==> src/hw/rtl/sst_pkg.sv <==
`timescale 1ns / 1ps
`default_nettype none

package sst_pkg;

    localparam int TIME_W = 48;
    localparam int ID_W   = 32;
    localparam int INTV_W = 32;
    localparam int OP_W   = 2;
    localparam int KIND_W = 2;

    localparam logic [TIME_W-1:0] TIME_MAX = {TIME_W{1'b1}};

    localparam logic [OP_W-1:0] OP_ADD    = 2'd0;
    localparam logic [OP_W-1:0] OP_REMOVE = 2'd1;
    localparam logic [OP_W-1:0] OP_TICK   = 2'd2;

    localparam logic [KIND_W-1:0] KIND_ADDED   = 2'd0;
    localparam logic [KIND_W-1:0] KIND_REFUSED = 2'd1;
    localparam logic [KIND_W-1:0] KIND_FIRED   = 2'd2;

    localparam int S_TDATA_W = 120;
    localparam int M_TDATA_W = 32;

    typedef enum logic [1:0] {
        ST_IDLE,
        ST_RUN,
        ST_FINAL
    } state_t;

    typedef struct packed {
        logic              periodic;
        logic [INTV_W-1:0] interval;
        logic [TIME_W-1:0] deadline;
        logic [ID_W-1:0]   id;
    } entry_t;

    function automatic logic [TIME_W-1:0] sat_add(input logic [TIME_W-1:0] t,
                                                  input logic [INTV_W-1:0] d);
        logic [TIME_W:0] s;
        s = {1'b0, t} + {{(TIME_W + 1 - INTV_W){1'b0}}, d};
        return s[TIME_W] ? TIME_MAX : s[TIME_W-1:0];
    endfunction

endpackage

`default_nettype wire

==> src/hw/rtl/software_timer_table.sv <==
// Add: the reply item is valid from the clock edge that takes the item.
// Add, remove and tick each pass every live entry once through the single read
// port of the timer memory. A tick also stalls while a fired item is not taken.
// A refused add or an undefined op does not leave the idle state.
// Reset empties the table and sets the next id to one; memory is not cleared.
`timescale 1ns / 1ps
`default_nettype none

module software_timer_table #(
    parameter int MAX_TIMERS = 16
) (
    input  wire logic                            aclk,
    input  wire logic                            aresetn,
    input  wire logic                            s_tvalid,
    output logic                                 s_tready,
    // now_ms[47:0], period_ms[79:48], repeat_req[80], remove_id[112:81], zero
    input  wire logic [sst_pkg::S_TDATA_W-1:0]   s_tdata,
    // op
    input  wire logic [sst_pkg::OP_W-1:0]        s_tuser,
    output logic                                 m_tvalid,
    input  wire logic                            m_tready,
    // result_id
    output logic      [sst_pkg::M_TDATA_W-1:0]   m_tdata,
    // kind
    output logic      [sst_pkg::KIND_W-1:0]      m_tuser,
    output logic                                 m_tlast
);

    import sst_pkg::*;

    localparam int IDX_W   = (MAX_TIMERS > 1) ? $clog2(MAX_TIMERS) : 1;
    localparam int CNT_W   = $clog2(MAX_TIMERS + 1);
    localparam int ENTRY_W = $bits(entry_t);
    localparam logic [CNT_W-1:0] CNT_MAX = CNT_W'(MAX_TIMERS);

    state_t state_reg, state_next;

    logic [CNT_W-1:0]  count_reg, count_next;
    logic [ID_W-1:0]   next_id_reg, next_id_next;
    logic [OP_W-1:0]   op_reg, op_next;
    logic [TIME_W-1:0] now_reg, now_next;
    logic [INTV_W-1:0] interval_reg, interval_next;
    logic              repeat_reg, repeat_next;
    logic [ID_W-1:0]   tid_reg, tid_next;
    logic [CNT_W-1:0]  rd_ptr_reg, rd_ptr_next;
    logic [CNT_W-1:0]  rd_left_reg, rd_left_next;
    logic [CNT_W-1:0]  wr_ptr_reg, wr_ptr_next;
    logic              ev_vld_reg, ev_vld_next;
    logic [IDX_W-1:0]  ev_idx_reg, ev_idx_next;
    logic              hit_reg, hit_next;
    logic              pend_vld_reg, pend_vld_next;
    logic [ID_W-1:0]   pend_id_reg, pend_id_next;

    logic              m_tvalid_reg, m_tvalid_next;
    logic [ID_W-1:0]   m_id_reg, m_id_next;
    logic [KIND_W-1:0] m_kind_reg, m_kind_next;
    logic              m_last_reg, m_last_next;

    logic               ram_we, ram_re;
    logic [IDX_W-1:0]   ram_waddr, ram_raddr;
    logic [ENTRY_W-1:0] ram_wdata, ram_rdata;

    entry_t ev_entry, wr_entry;
    logic   out_free, accept, expired, stall;

    assign out_free = !m_tvalid_reg || m_tready;
    assign s_tready = (state_reg == ST_IDLE) && out_free;
    assign accept   = s_tvalid && s_tready;
    assign ev_entry = entry_t'(ram_rdata);
    assign expired  = ev_entry.deadline <= now_reg;
    assign stall    = (state_reg == ST_RUN) && ev_vld_reg && (op_reg == OP_TICK) &&
                      expired && pend_vld_reg && !out_free;

    assign m_tvalid = m_tvalid_reg;
    assign m_tdata  = m_id_reg;
    assign m_tuser  = m_kind_reg;
    assign m_tlast  = m_last_reg;

    sst_ram #(
        .WIDTH(ENTRY_W),
        .DEPTH(MAX_TIMERS)
    ) u_ram (
        .aclk   (aclk),
        .wr_en  (ram_we),
        .wr_addr(ram_waddr),
        .wr_data(ram_wdata),
        .rd_en  (ram_re),
        .rd_addr(ram_raddr),
        .rd_data(ram_rdata)
    );

    always_comb begin
        state_next = state_reg;
        case (state_reg)
            ST_IDLE: begin
                if (accept) begin
                    if (s_tuser == OP_ADD) begin
                        state_next = (count_reg < CNT_MAX) ? ST_RUN : ST_IDLE;
                    end else if (s_tuser inside {OP_REMOVE, OP_TICK}) begin
                        state_next = ST_RUN;
                    end
                end
            end
            ST_RUN: begin
                if (rd_left_reg == '0 && !ev_vld_reg) begin
                    state_next = ST_FINAL;
                end
            end
            ST_FINAL: begin
                if (!(op_reg == OP_TICK && pend_vld_reg && !out_free)) begin
                    state_next = ST_IDLE;
                end
            end
            default: state_next = ST_IDLE;
        endcase
    end

    always_comb begin
        count_next    = count_reg;
        next_id_next  = next_id_reg;
        op_next       = op_reg;
        now_next      = now_reg;
        interval_next = interval_reg;
        repeat_next   = repeat_reg;
        tid_next      = tid_reg;
        rd_ptr_next   = rd_ptr_reg;
        rd_left_next  = rd_left_reg;
        wr_ptr_next   = wr_ptr_reg;
        ev_vld_next   = ev_vld_reg;
        ev_idx_next   = ev_idx_reg;
        hit_next      = hit_reg;
        pend_vld_next = pend_vld_reg;
        pend_id_next  = pend_id_reg;
        m_tvalid_next = m_tready ? 1'b0 : m_tvalid_reg;
        m_id_next     = m_id_reg;
        m_kind_next   = m_kind_reg;
        m_last_next   = m_last_reg;
        ram_we        = 1'b0;
        ram_re        = 1'b0;
        ram_waddr     = wr_ptr_reg[IDX_W-1:0];
        ram_raddr     = rd_ptr_reg[IDX_W-1:0];
        wr_entry      = ev_entry;

        case (state_reg)
            ST_IDLE: begin
                if (accept) begin
                    op_next       = s_tuser;
                    now_next      = s_tdata[47:0];
                    interval_next = s_tdata[79:48];
                    repeat_next   = s_tdata[80];
                    tid_next      = s_tdata[112:81];
                    rd_left_next  = count_reg;
                    wr_ptr_next   = '0;
                    ev_vld_next   = 1'b0;
                    hit_next      = 1'b0;
                    pend_vld_next = 1'b0;
                    if (s_tuser == OP_ADD) begin
                        rd_ptr_next   = count_reg - 1'b1;
                        m_tvalid_next = 1'b1;
                        m_last_next   = 1'b1;
                        if (count_reg < CNT_MAX) begin
                            m_kind_next = KIND_ADDED;
                            m_id_next   = next_id_reg;
                        end else begin
                            m_kind_next = KIND_REFUSED;
                            m_id_next   = '0;
                        end
                    end else begin
                        rd_ptr_next = '0;
                    end
                end
            end
            ST_RUN: begin
                if (!stall) begin
                    if (ev_vld_reg) begin
                        case (op_reg)
                            OP_ADD: begin
                                ram_we    = 1'b1;
                                ram_waddr = IDX_W'(ev_idx_reg + 1'b1);
                            end
                            OP_REMOVE: begin
                                if (!hit_reg && ev_entry.id == tid_reg) begin
                                    hit_next = 1'b1;
                                end else begin
                                    ram_we      = 1'b1;
                                    wr_ptr_next = wr_ptr_reg + 1'b1;
                                end
                            end
                            OP_TICK: begin
                                if (expired) begin
                                    if (pend_vld_reg) begin
                                        m_tvalid_next = 1'b1;
                                        m_kind_next   = KIND_FIRED;
                                        m_id_next     = pend_id_reg;
                                        m_last_next   = 1'b0;
                                    end
                                    pend_vld_next = 1'b1;
                                    pend_id_next  = ev_entry.id;
                                    if (ev_entry.periodic) begin
                                        wr_entry.deadline = sat_add(now_reg, ev_entry.interval);
                                        ram_we            = 1'b1;
                                        wr_ptr_next       = wr_ptr_reg + 1'b1;
                                    end
                                end else begin
                                    ram_we      = 1'b1;
                                    wr_ptr_next = wr_ptr_reg + 1'b1;
                                end
                            end
                            default: begin
                            end
                        endcase
                    end
                    ram_re      = rd_left_reg != '0;
                    ev_vld_next = ram_re;
                    ev_idx_next = rd_ptr_reg[IDX_W-1:0];
                    if (ram_re) begin
                        rd_left_next = rd_left_reg - 1'b1;
                        rd_ptr_next  = (op_reg == OP_ADD) ? rd_ptr_reg - 1'b1
                                                          : rd_ptr_reg + 1'b1;
                    end
                end
            end
            ST_FINAL: begin
                case (op_reg)
                    OP_ADD: begin
                        ram_we            = 1'b1;
                        ram_waddr         = '0;
                        wr_entry.id       = next_id_reg;
                        wr_entry.deadline = sat_add(now_reg, interval_reg);
                        wr_entry.interval = interval_reg;
                        wr_entry.periodic = repeat_reg;
                        count_next        = count_reg + 1'b1;
                        next_id_next      = next_id_reg + 1'b1;
                    end
                    OP_REMOVE: begin
                        count_next = wr_ptr_reg;
                    end
                    OP_TICK: begin
                        count_next = wr_ptr_reg;
                        if (pend_vld_reg && out_free) begin
                            m_tvalid_next = 1'b1;
                            m_kind_next   = KIND_FIRED;
                            m_id_next     = pend_id_reg;
                            m_last_next   = 1'b1;
                            pend_vld_next = 1'b0;
                        end
                    end
                    default: begin
                    end
                endcase
            end
            default: begin
            end
        endcase
        ram_wdata = wr_entry;
    end

    always_ff @(posedge aclk) begin
        if (!aresetn) begin
            state_reg    <= ST_IDLE;
            count_reg    <= '0;
            next_id_reg  <= ID_W'(1);
            ev_vld_reg   <= 1'b0;
            pend_vld_reg <= 1'b0;
            m_tvalid_reg <= 1'b0;
            rd_left_reg  <= '0;
            hit_reg      <= 1'b0;
        end else begin
            state_reg    <= state_next;
            count_reg    <= count_next;
            next_id_reg  <= next_id_next;
            ev_vld_reg   <= ev_vld_next;
            pend_vld_reg <= pend_vld_next;
            m_tvalid_reg <= m_tvalid_next;
            rd_left_reg  <= rd_left_next;
            hit_reg      <= hit_next;
        end
    end

    always_ff @(posedge aclk) begin
        op_reg       <= op_next;
        now_reg      <= now_next;
        interval_reg <= interval_next;
        repeat_reg   <= repeat_next;
        tid_reg      <= tid_next;
        rd_ptr_reg   <= rd_ptr_next;
        wr_ptr_reg   <= wr_ptr_next;
        ev_idx_reg   <= ev_idx_next;
        pend_id_reg  <= pend_id_next;
        m_id_reg     <= m_id_next;
        m_kind_reg   <= m_kind_next;
        m_last_reg   <= m_last_next;
    end

    a_count_bound: assert property (@(posedge aclk) disable iff (!aresetn)
        count_reg <= CNT_MAX)
        else $error("live timer count exceeds the table size");

    a_no_same_slot: assert property (@(posedge aclk) disable iff (!aresetn)
        (ram_we && ram_re) |-> (ram_waddr != ram_raddr))
        else $error("memory read and write hit the same slot");

    a_pend_idle: assert property (@(posedge aclk) disable iff (!aresetn)
        (state_reg == ST_IDLE) |-> !pend_vld_reg)
        else $error("fired item left pending after the tick");

    a_id_step: assert property (@(posedge aclk) disable iff (!aresetn)
        (state_reg == ST_FINAL && op_reg == OP_ADD) |=>
            (next_id_reg == ID_W'($past(next_id_reg) + 1'b1)))
        else $error("next id did not advance after an add");

    a_stall_run: assert property (@(posedge aclk) disable iff (!aresetn)
        stall |=> (ev_vld_reg && state_reg == ST_RUN))
        else $error("entry under evaluation lost during a stall");

endmodule

`default_nettype wire

==> src/hw/rtl/sst_ram.sv <==
`timescale 1ns / 1ps
`default_nettype none

module sst_ram #(
    parameter int WIDTH = 8,
    parameter int DEPTH = 16
) (
    input  wire logic                                   aclk,
    input  wire logic                                   wr_en,
    input  wire logic [(DEPTH > 1 ? $clog2(DEPTH) : 1)-1:0] wr_addr,
    input  wire logic [WIDTH-1:0]                       wr_data,
    input  wire logic                                   rd_en,
    input  wire logic [(DEPTH > 1 ? $clog2(DEPTH) : 1)-1:0] rd_addr,
    output logic      [WIDTH-1:0]                       rd_data
);

    logic [WIDTH-1:0] mem [DEPTH];

    always_ff @(posedge aclk) begin
        if (wr_en) begin
            mem[wr_addr] <= wr_data;
        end
        if (rd_en) begin
            rd_data <= mem[rd_addr];
        end
    end

endmodule

`default_nettype wire

==> config.mk <==
export PLATFORM = sky130hd
export DESIGN_NAME = software_timer_table
export DESIGN_NICKNAME = d
export VERILOG_FILES = /design/src/hw/rtl/sst_pkg.sv /design/src/hw/rtl/software_timer_table.sv /design/src/hw/rtl/sst_ram.sv
export SDC_FILE = /design/constraint.sdc
export NUM_CORES = 2
export LEC_CHECK = 0
export ABC_AREA = 1
export BUFFER_PORTS_ARGS = -buffer_cell sky130_fd_sc_hd__clkbuf_2
export CORE_MARGIN = 4
export CORE_UTILIZATION = 29
export CTS_CLUSTER_DIAMETER = 60
export DETAILED_ROUTE_END_ITERATION = 6
export GPL_TIMING_DRIVEN = 0
export HOLD_SLACK_MARGIN = 0.06
export SYNTH_ARGS = -nofsm -noshare
export SYNTH_HDL_FRONTEND = slang
export SYNTH_SLANG_ARGS = --single-unit
export TNS_END_PERCENT = 100
==> constraint.sdc <==
create_clock -name aclk -period 17 [get_ports aclk]
set_clock_uncertainty 0.15 [all_clocks]
set_input_delay 0.85 -clock aclk [delete_from_list [all_inputs] [get_ports aclk]]
set_output_delay 0.85 -clock aclk [all_outputs]
set_load 0.02 [all_outputs]
======== After elaboration in Yosys (flattened, before gate mapping) ========
Memory sizes are Yosys's and may differ from the RTL's. A register that Yosys moved wholly into a read port is not among the register bits.
Index checks and enable logic that the tools add are counted.
storage, ports and cells
  register bits after elaboration ......... 244
  logic and storage cells ................. 210
  memories kept ........................... 1
  output and inout bits ................... 37
  memory bits (writable) .................. 1808
  bits of input ports ..................... 126
memories
  name       words  width  rd ports  clocked after memory_dff  write ports  RTL line       text
  u_ram.mem  16     113    1         1                         1            sst_ram.sv:17  logic [WIDTH-1:0] mem [DEPTH];
cells by class
  reduce and logical (&&, ||, !) cells .... 39
  muxes and demuxes ....................... 112
  magnitude comparators ................... 2
  add/subtract/negate cells ............... 10
  bitwise logic cells ..................... 1
  equal/unequal tests ..................... 25
operators with widths
  kind                                                    count
  two-way mux 32 bit                                      11
  two-way mux 48 bit                                      7
  two-way mux 113 bit                                     1
  adder 48 x 32 -> 49 bit                                 2
  one-hot mux 32 bit (3 select lines)                     1
  one-hot mux 48 bit (2 select lines)                     1
  two-way mux 5 bit                                       14
  one-hot mux 5 bit (2 select lines)                      5
  less-or-equal comparator 48 bit                         1
  two-way mux 1 bit                                       43
  two-way mux 33 bit                                      1
  adder 32 x 1 -> 32 bit (second input constant)          1
  equality test 32 bit                                    1
  two-way mux 2 bit                                       14
  two-way mux 4 bit                                       4
  inequality test 2 bit (second input constant)           8
  adder 5 x 1 -> 5 bit (second input constant)            3
  subtractor 5 x 1 -> 5 bit (second input constant)       3
  logical AND 1 bit                                       12
  inequality test 2 x 1 -> 1 bit (second input constant)  6
  one-hot mux 1 bit (3 select lines)                      4
  one-hot mux 2 bit (3 select lines)                      2
  AND reduction 10 bit                                    1
  one-hot mux 4 bit (2 select lines)                      1
  other kinds (24)                                        42

======== Logic depth before layout (Yosys ltp) ========
  depth in word-level cells ............... 10
  depth in mapped cells ................... 22
  depth with buffers taken out ............ 22

======== Cells and area by module ========
Synthesis repeated with hierarchy kept, for this count alone.
second synthesis, totals
  cells, all modules ...................... 10275
  area total of the unflattened synthesis .. 100342.5 um^2
by module, submodules not included
  module                times used  area each (um^2)  sequential area each (um^2)  cells each
  sst_ram               1           80649.8           57685.3                      7412
  software_timer_table  1           19692.6           6816.5                       2863

======== Worst setup path after synthesis ========
Ideal clock, no wire load.
  path kind ............................... input -> register
  start point ............................. in m_tready
  end point ............................... reg m_id_reg[0], in the netlist m_tdata[0], enable pin
  library setup time ...................... 515 ps
  path slack .............................. 3879 ps
  stages on the path ...................... 6
  data required time ...................... 16335 ps
  data arrival time ....................... 12456 ps
  buffers on the path ..................... 0
  path through ............................ nor2_1 -> nor3_1 -> nor2_1 -> inv_1 -> nand2_2 -> nor4_1
on the way
  word-level cells in the longest chain between the ends .. 5
  elaborated cells on any way between the ends .. 10
  classes of those cells .................. eq/ne (3); reduce/logical (7)
ends and longest elaborated chain
  item                                                  RTL line                                                text
  start, declared                                       software_timer_table.sv:21                              input wire logic m_tready,
  logical OR 1 bit (*)                                  software_timer_table.sv:66                              assign out_free = !m_tvalid_reg || m_tready;
  zero test 1 bit or logical AND 1 bit (tied branches)  software_timer_table.sv:72, software_timer_table.sv:67
  logical AND 1 bit (on tied branches)                  software_timer_table.sv:72, software_timer_table.sv:68
  inequality test 2 bit (no line)                       n/a
  AND reduction 10 bit (no line) (*)                    n/a
  end signal, assigned                                  software_timer_table.sv:290                             m_id_reg <= m_id_next;
  end, declared                                         software_timer_table.sv:55                              logic [ID_W-1:0] m_id_reg, m_id_next;
Mark *: on every way between the ends. The rest lies on a longest branch, timed or not.
A chain may end at the register's enable or synchronous reset.

======== Worst setup path after layout ========
  start point ............................. reg now_reg[37]
  end point ............................... mem u_ram.mem[2][90] in the netlist's numbering, enable pin
on the way
  word-level cells in the longest chain between the ends .. 8
  elaborated cells on any way between the ends .. 13
  classes of those cells .................. order compare (1); mux (9); reduce/logical (3)
ends and longest elaborated chain
  item                                                                     RTL line                                                 text
  start, declared                                                          software_timer_table.sv:41                               logic [TIME_W-1:0] now_reg, now_next;
  start signal, assigned                                                   software_timer_table.sv:282                              now_reg <= now_next;
  less-or-equal comparator 48 bit (*)                                      software_timer_table.sv:70                               assign expired = ev_entry.deadline <= now_reg;
  two-way mux 1 bit or logical AND 1 bit (tied branches)                   software_timer_table.sv:190, software_timer_table.sv:71
  one-hot mux 1 bit (3 select lines) or logical AND 1 bit (tied branches)  software_timer_table.sv:176, software_timer_table.sv:72
  two-way mux 1 bit or logical AND 1 bit (tied branches)                   software_timer_table.sv:175, software_timer_table.sv:72
  two-way mux 1 bit                                                        software_timer_table.sv:174                              if (!stall) begin
  one-hot mux 1 bit (2 select lines)                                       software_timer_table.sv:144                              case (state_reg)
  two-way mux 1 bit                                                        sst_ram.sv:20                                            if (wr_en) begin
  two-way mux 1 bit (not written as such)                                  sst_ram.sv:21                                            mem[wr_addr] <= wr_data;
  end, declared                                                            sst_ram.sv:17
Marks and branches as above.

==> flow_summary.yaml <==
drt:
  drt_wl_total_um: 370000
  final_antenna_net_count: 0
  drt_iter0_markers: 10900
  firstDrtPassIters: 7
  drc_errors: 8
  drt-vias-per-instance: 5.51
  via_count: 70400
  wl_per_cell_um: 29.0
final_layout:
  regArea_mm2: 0.0645
  largest_reg_flops: 1808
  multi_input_area_mm2: 0.0248
  syn_to_final_growth_pct: 19.0
  n_fill_cell: 30600
  final_core_util_pct: 34.8
  drive_gt1_share_pct: 9.19
  fin_nets: 8662
worst_hold_path:
  hold_start: "s_tdata[55]"
  holdPathEnd: "interval_reg[7]"
  min_path_cells: 1
  holdCritPathClass: "in2reg"
synth:
  synth_warnings: 0
  ys_seq_area_share_pct: 69.9
  synth.avg_cell_area_um2: 11.9
  synth_ff_type: "edfxtp_1"
  async_reset_ff_share_pct: 0
  netlist_area_mm2: 0.0923
  synth_compound_area_share_pct: 12.7
  synth.distinct_cells: 55
  synth_largest_area_cell: "edfxtp_1"
  synth-adder-area-share_pct: 1.83
  synth-xor-area-share_pct: 0.788
  synth_top_family_by_area: "compound AO/OA/AOI/OAI gates"
  synth_nets: 8013
  yosysTopAreaCellShare_pct: 68.9
  netlist_instances: 7754
  synth_commonest_cells: "2116 x edfxtp_1, 1171 x nor2_1, 1053 x o21ai_0"
  synth_simple_gate_area_share_pct: 11.4
  yosysMostFrequentCell: "edfxtp_1"
  synth-edff-count: 2116
  synth_mux_area_share_pct: 0
  ys_ff_latch: 2164
  synthTopCellsByArea: "edfxtp_1 69%, o21ai_0 5.7%, nor2_1 4.8%"
critical_path:
  ff2ff_path_depth: 21
  crit_family: "simple AND/OR/NAND/NOR gates"
  cp.arrival_ns: 6.15
  crit_path_top_delay_cell: "nor2_4"
  critical_path.max_fanout: 23
  crit_required_ns: 17.38
  crit_path_end_kind: "flop"
  r2r-end: "u_ram.mem[2][90]"
  worstSetupPathDepth: 21
  path_cells: "clkbuf_1 -> inv_1 -> ha_1 -> nand2_1 -> nor2_1 -> nand3_1 -> nor2_1 -> nand2_1 -> nand3_1 -> nand2_4 -> nand2_2 -> nand2_1 -> nand2_1 -> nand3_1 -> nor2_1 -> nand2_1 -> nor2_4 -> buf_12 -> buf_12 -> buf_12 -> buf_12"
  cp_num_buf_inv: 6
  slowest_delay_ns: 0.80
  path_class: "reg2reg"
  cpMostUsedCell: "nand2_1"
  rrSetupSlack_ns: 11.24
  setup.worst_path.start_class: "flop"
  r2r_start: "now_reg[37]"
global_routing:
  grt_pass1_vias: 66500
  grt_max_degree: 33
  grt_usage_pct: 21.8
  grt_antenna_before_repair: 30
  overflow: 0
  grt_pass1_wl_um: 507000
clock_tree:
  root_buffer: "clkbuf_16"
  clkTransAtPathRegs_ns: 0.06
  cts_made_buffers: 219
  cts_sinks: 2164
  cts_buffer_depth: 3
  tritoncts: "done"
  clock_latency_ns: 0.92
  cts_max_level: 4
status:
  violations: "DRC, capacitance limit, slew limit"
  outcome: "complete, but fails checks"
floorplan:
  io_pins: 163
  fp.dieH_um: 572
  core_mm2: 0.316
  dieArea_mm2: 0.327
  start_util_pct: 29.2
  die_w_um: 572
  placementRows: 206
timing:
  hold_viol_final: 0
  rsz0062_at_grt: "no"
  min_period_over_period_pct: 33.9
  hold_ws_ns: 0.0918
  fmax_mhz: 173
  setup_violations: 0
  min_period_ns: 5.76
  relSlewSlack_pct: -5.67
  tightest_slew_ns: 1.59
  maxSlewViolCount: 18
pwr:
  p_per_area_mw_per_mm2: 185
  cellLeakagePower_nw: 36.9
  ir_drop_v: 0.000130
run:
  cap_violations: 3
placed_design:
  dpl.hpwl_um: 269000
  port_buffers: 155
  gp_congestion: 0.996
==> layout by cell type (no fill, tap or decap), drive strengths merged, types with 2 or more instances in the layout <==
cell,synthesis,routed
bufinv,0,26
nand3b,4,4
o21a,10,10
a31oi,5,5
and2,3,3
a21o,9,9
nand3,292,292
clkinvlp,0,5
dlygate4sd3,0,115
or2,14,14
clkinv,3,102
xnor2,31,31
and3,4,4
diode,0,31
o21ai,1061,1061
edfxtp,2116,2116
o221ai,342,342
xor2,52,52
buf,47,205
nor4,15,15
fa,3,3
dfxtp,48,48
nor3b,2,2
o211ai,135,135
ha,130,130
nor3,38,38
a211oi,3,3
clkbuf,405,826
nand2,1005,1005
nand4,34,34
a21oi,255,255
o22ai,121,121
o21bai,8,8
inv,372,384
nor2,1181,1181
==> cell families (layout without fill, tap and decap cells) <==
| group | after synthesis | after routing |
|---|---|---|
| adder cells (fa/ha/maj) | 133 | 133 |
| buffers and inverters | 827 | 1663 |
| XOR/XNOR | 83 | 83 |
| flip-flops | 2164 | 2164 |
| AO/OA/AOI/OAI | 1955 | 1955 |
| AND/OR/NAND/NOR | 2592 | 2592 |
| other | 0 | 31 |
==> report_power, final <==
part           internal (W)  total, W  leakage, nW  switching, W
sequential          0.00703   0.00739         19.6      0.000361
combinational       0.00179   0.00794         13.7       0.00615
clock               0.00283   0.00497         3.63       0.00214
total                0.0116    0.0203         36.9       0.00865
==> layer usage <==
| layer | part of all wire, % | up-vias | GRT usage (%) |
|---|---|---|---|
| met3 | 12 | 884 | 5.88 |
| met4 | 6.5 | 8 | 12.8 |
| met2 | 45 | 4903 | 33.6 |
| met1 | 37 | 34800 | 27.5 |
| met5 | 0.013 | - | 0 |
| li1 | - | 29800 | - |
==> worst reg2reg max path, delay by kind of cell, from the launching register on <==
family / cells / cell delay [ns]
and+or+nand+nor: 14 / 2.69
buffers and inverters: 6 / 1.87
adders and majority gates: 1 / 0.37
DFF: 1 / 0.34
==> through the flow <==
step	cell area [um^2]	setup slack, ns	instances	total power (W)	TNS [ns]
6_report	110000	11.24	12800	0.0203	0
3_3_place_gp	98300	-3.70	12100	0.0149	-366.29
4_1_cts	110000	11.32	12700	0.0200	0
3_5_place_dp	101000	11.41	12200	0.0151	0
5_1_grt	110000	11.07	12800	0.0209	0
2_1_floorplan	92300	3.88	7754	0.0112	0
==> worst max path at each step <==
stage / startpoint / endpoint / slack [ns]
final: now_reg[37] / u_ram.mem[2][90] / 11.24
after global routing: now_reg[37] / u_ram.mem[2][89] / 11.07
after CTS: now_reg[37] / u_ram.mem[2][89] / 11.32
after detailed placement: now_reg[37] / u_ram.mem[2][96] / 11.41
after global placement: m_tready / m_tdata[7] / -3.70
after floorplan: m_tready / m_tdata[0] / 3.88
==> timing repair <==
item / in CTS / in global routing
hold buffers: 115 / 0
hold endpoints to repair: 115 / 0
buffers inserted: 0 / 0
gates resized for setup: 0 / 0
==> layout make-up <==
type / instances / share of cell area (%)
Sequential cell: 2164 / 58.7
Multi-Input combinational cell: 4763 / 22.6
Clock buffer: 266 / 5.25
Tap cell: 4160 / 4.74
Timing Repair Buffer: 428 / 4.22
Buffer: 452 / 1.65
Clock inverter: 142 / 1.50
Inverter: 375 / 1.28
Antenna cell: 31 / 0.0706
Note: power is estimated with default switching activity, not from simulation.
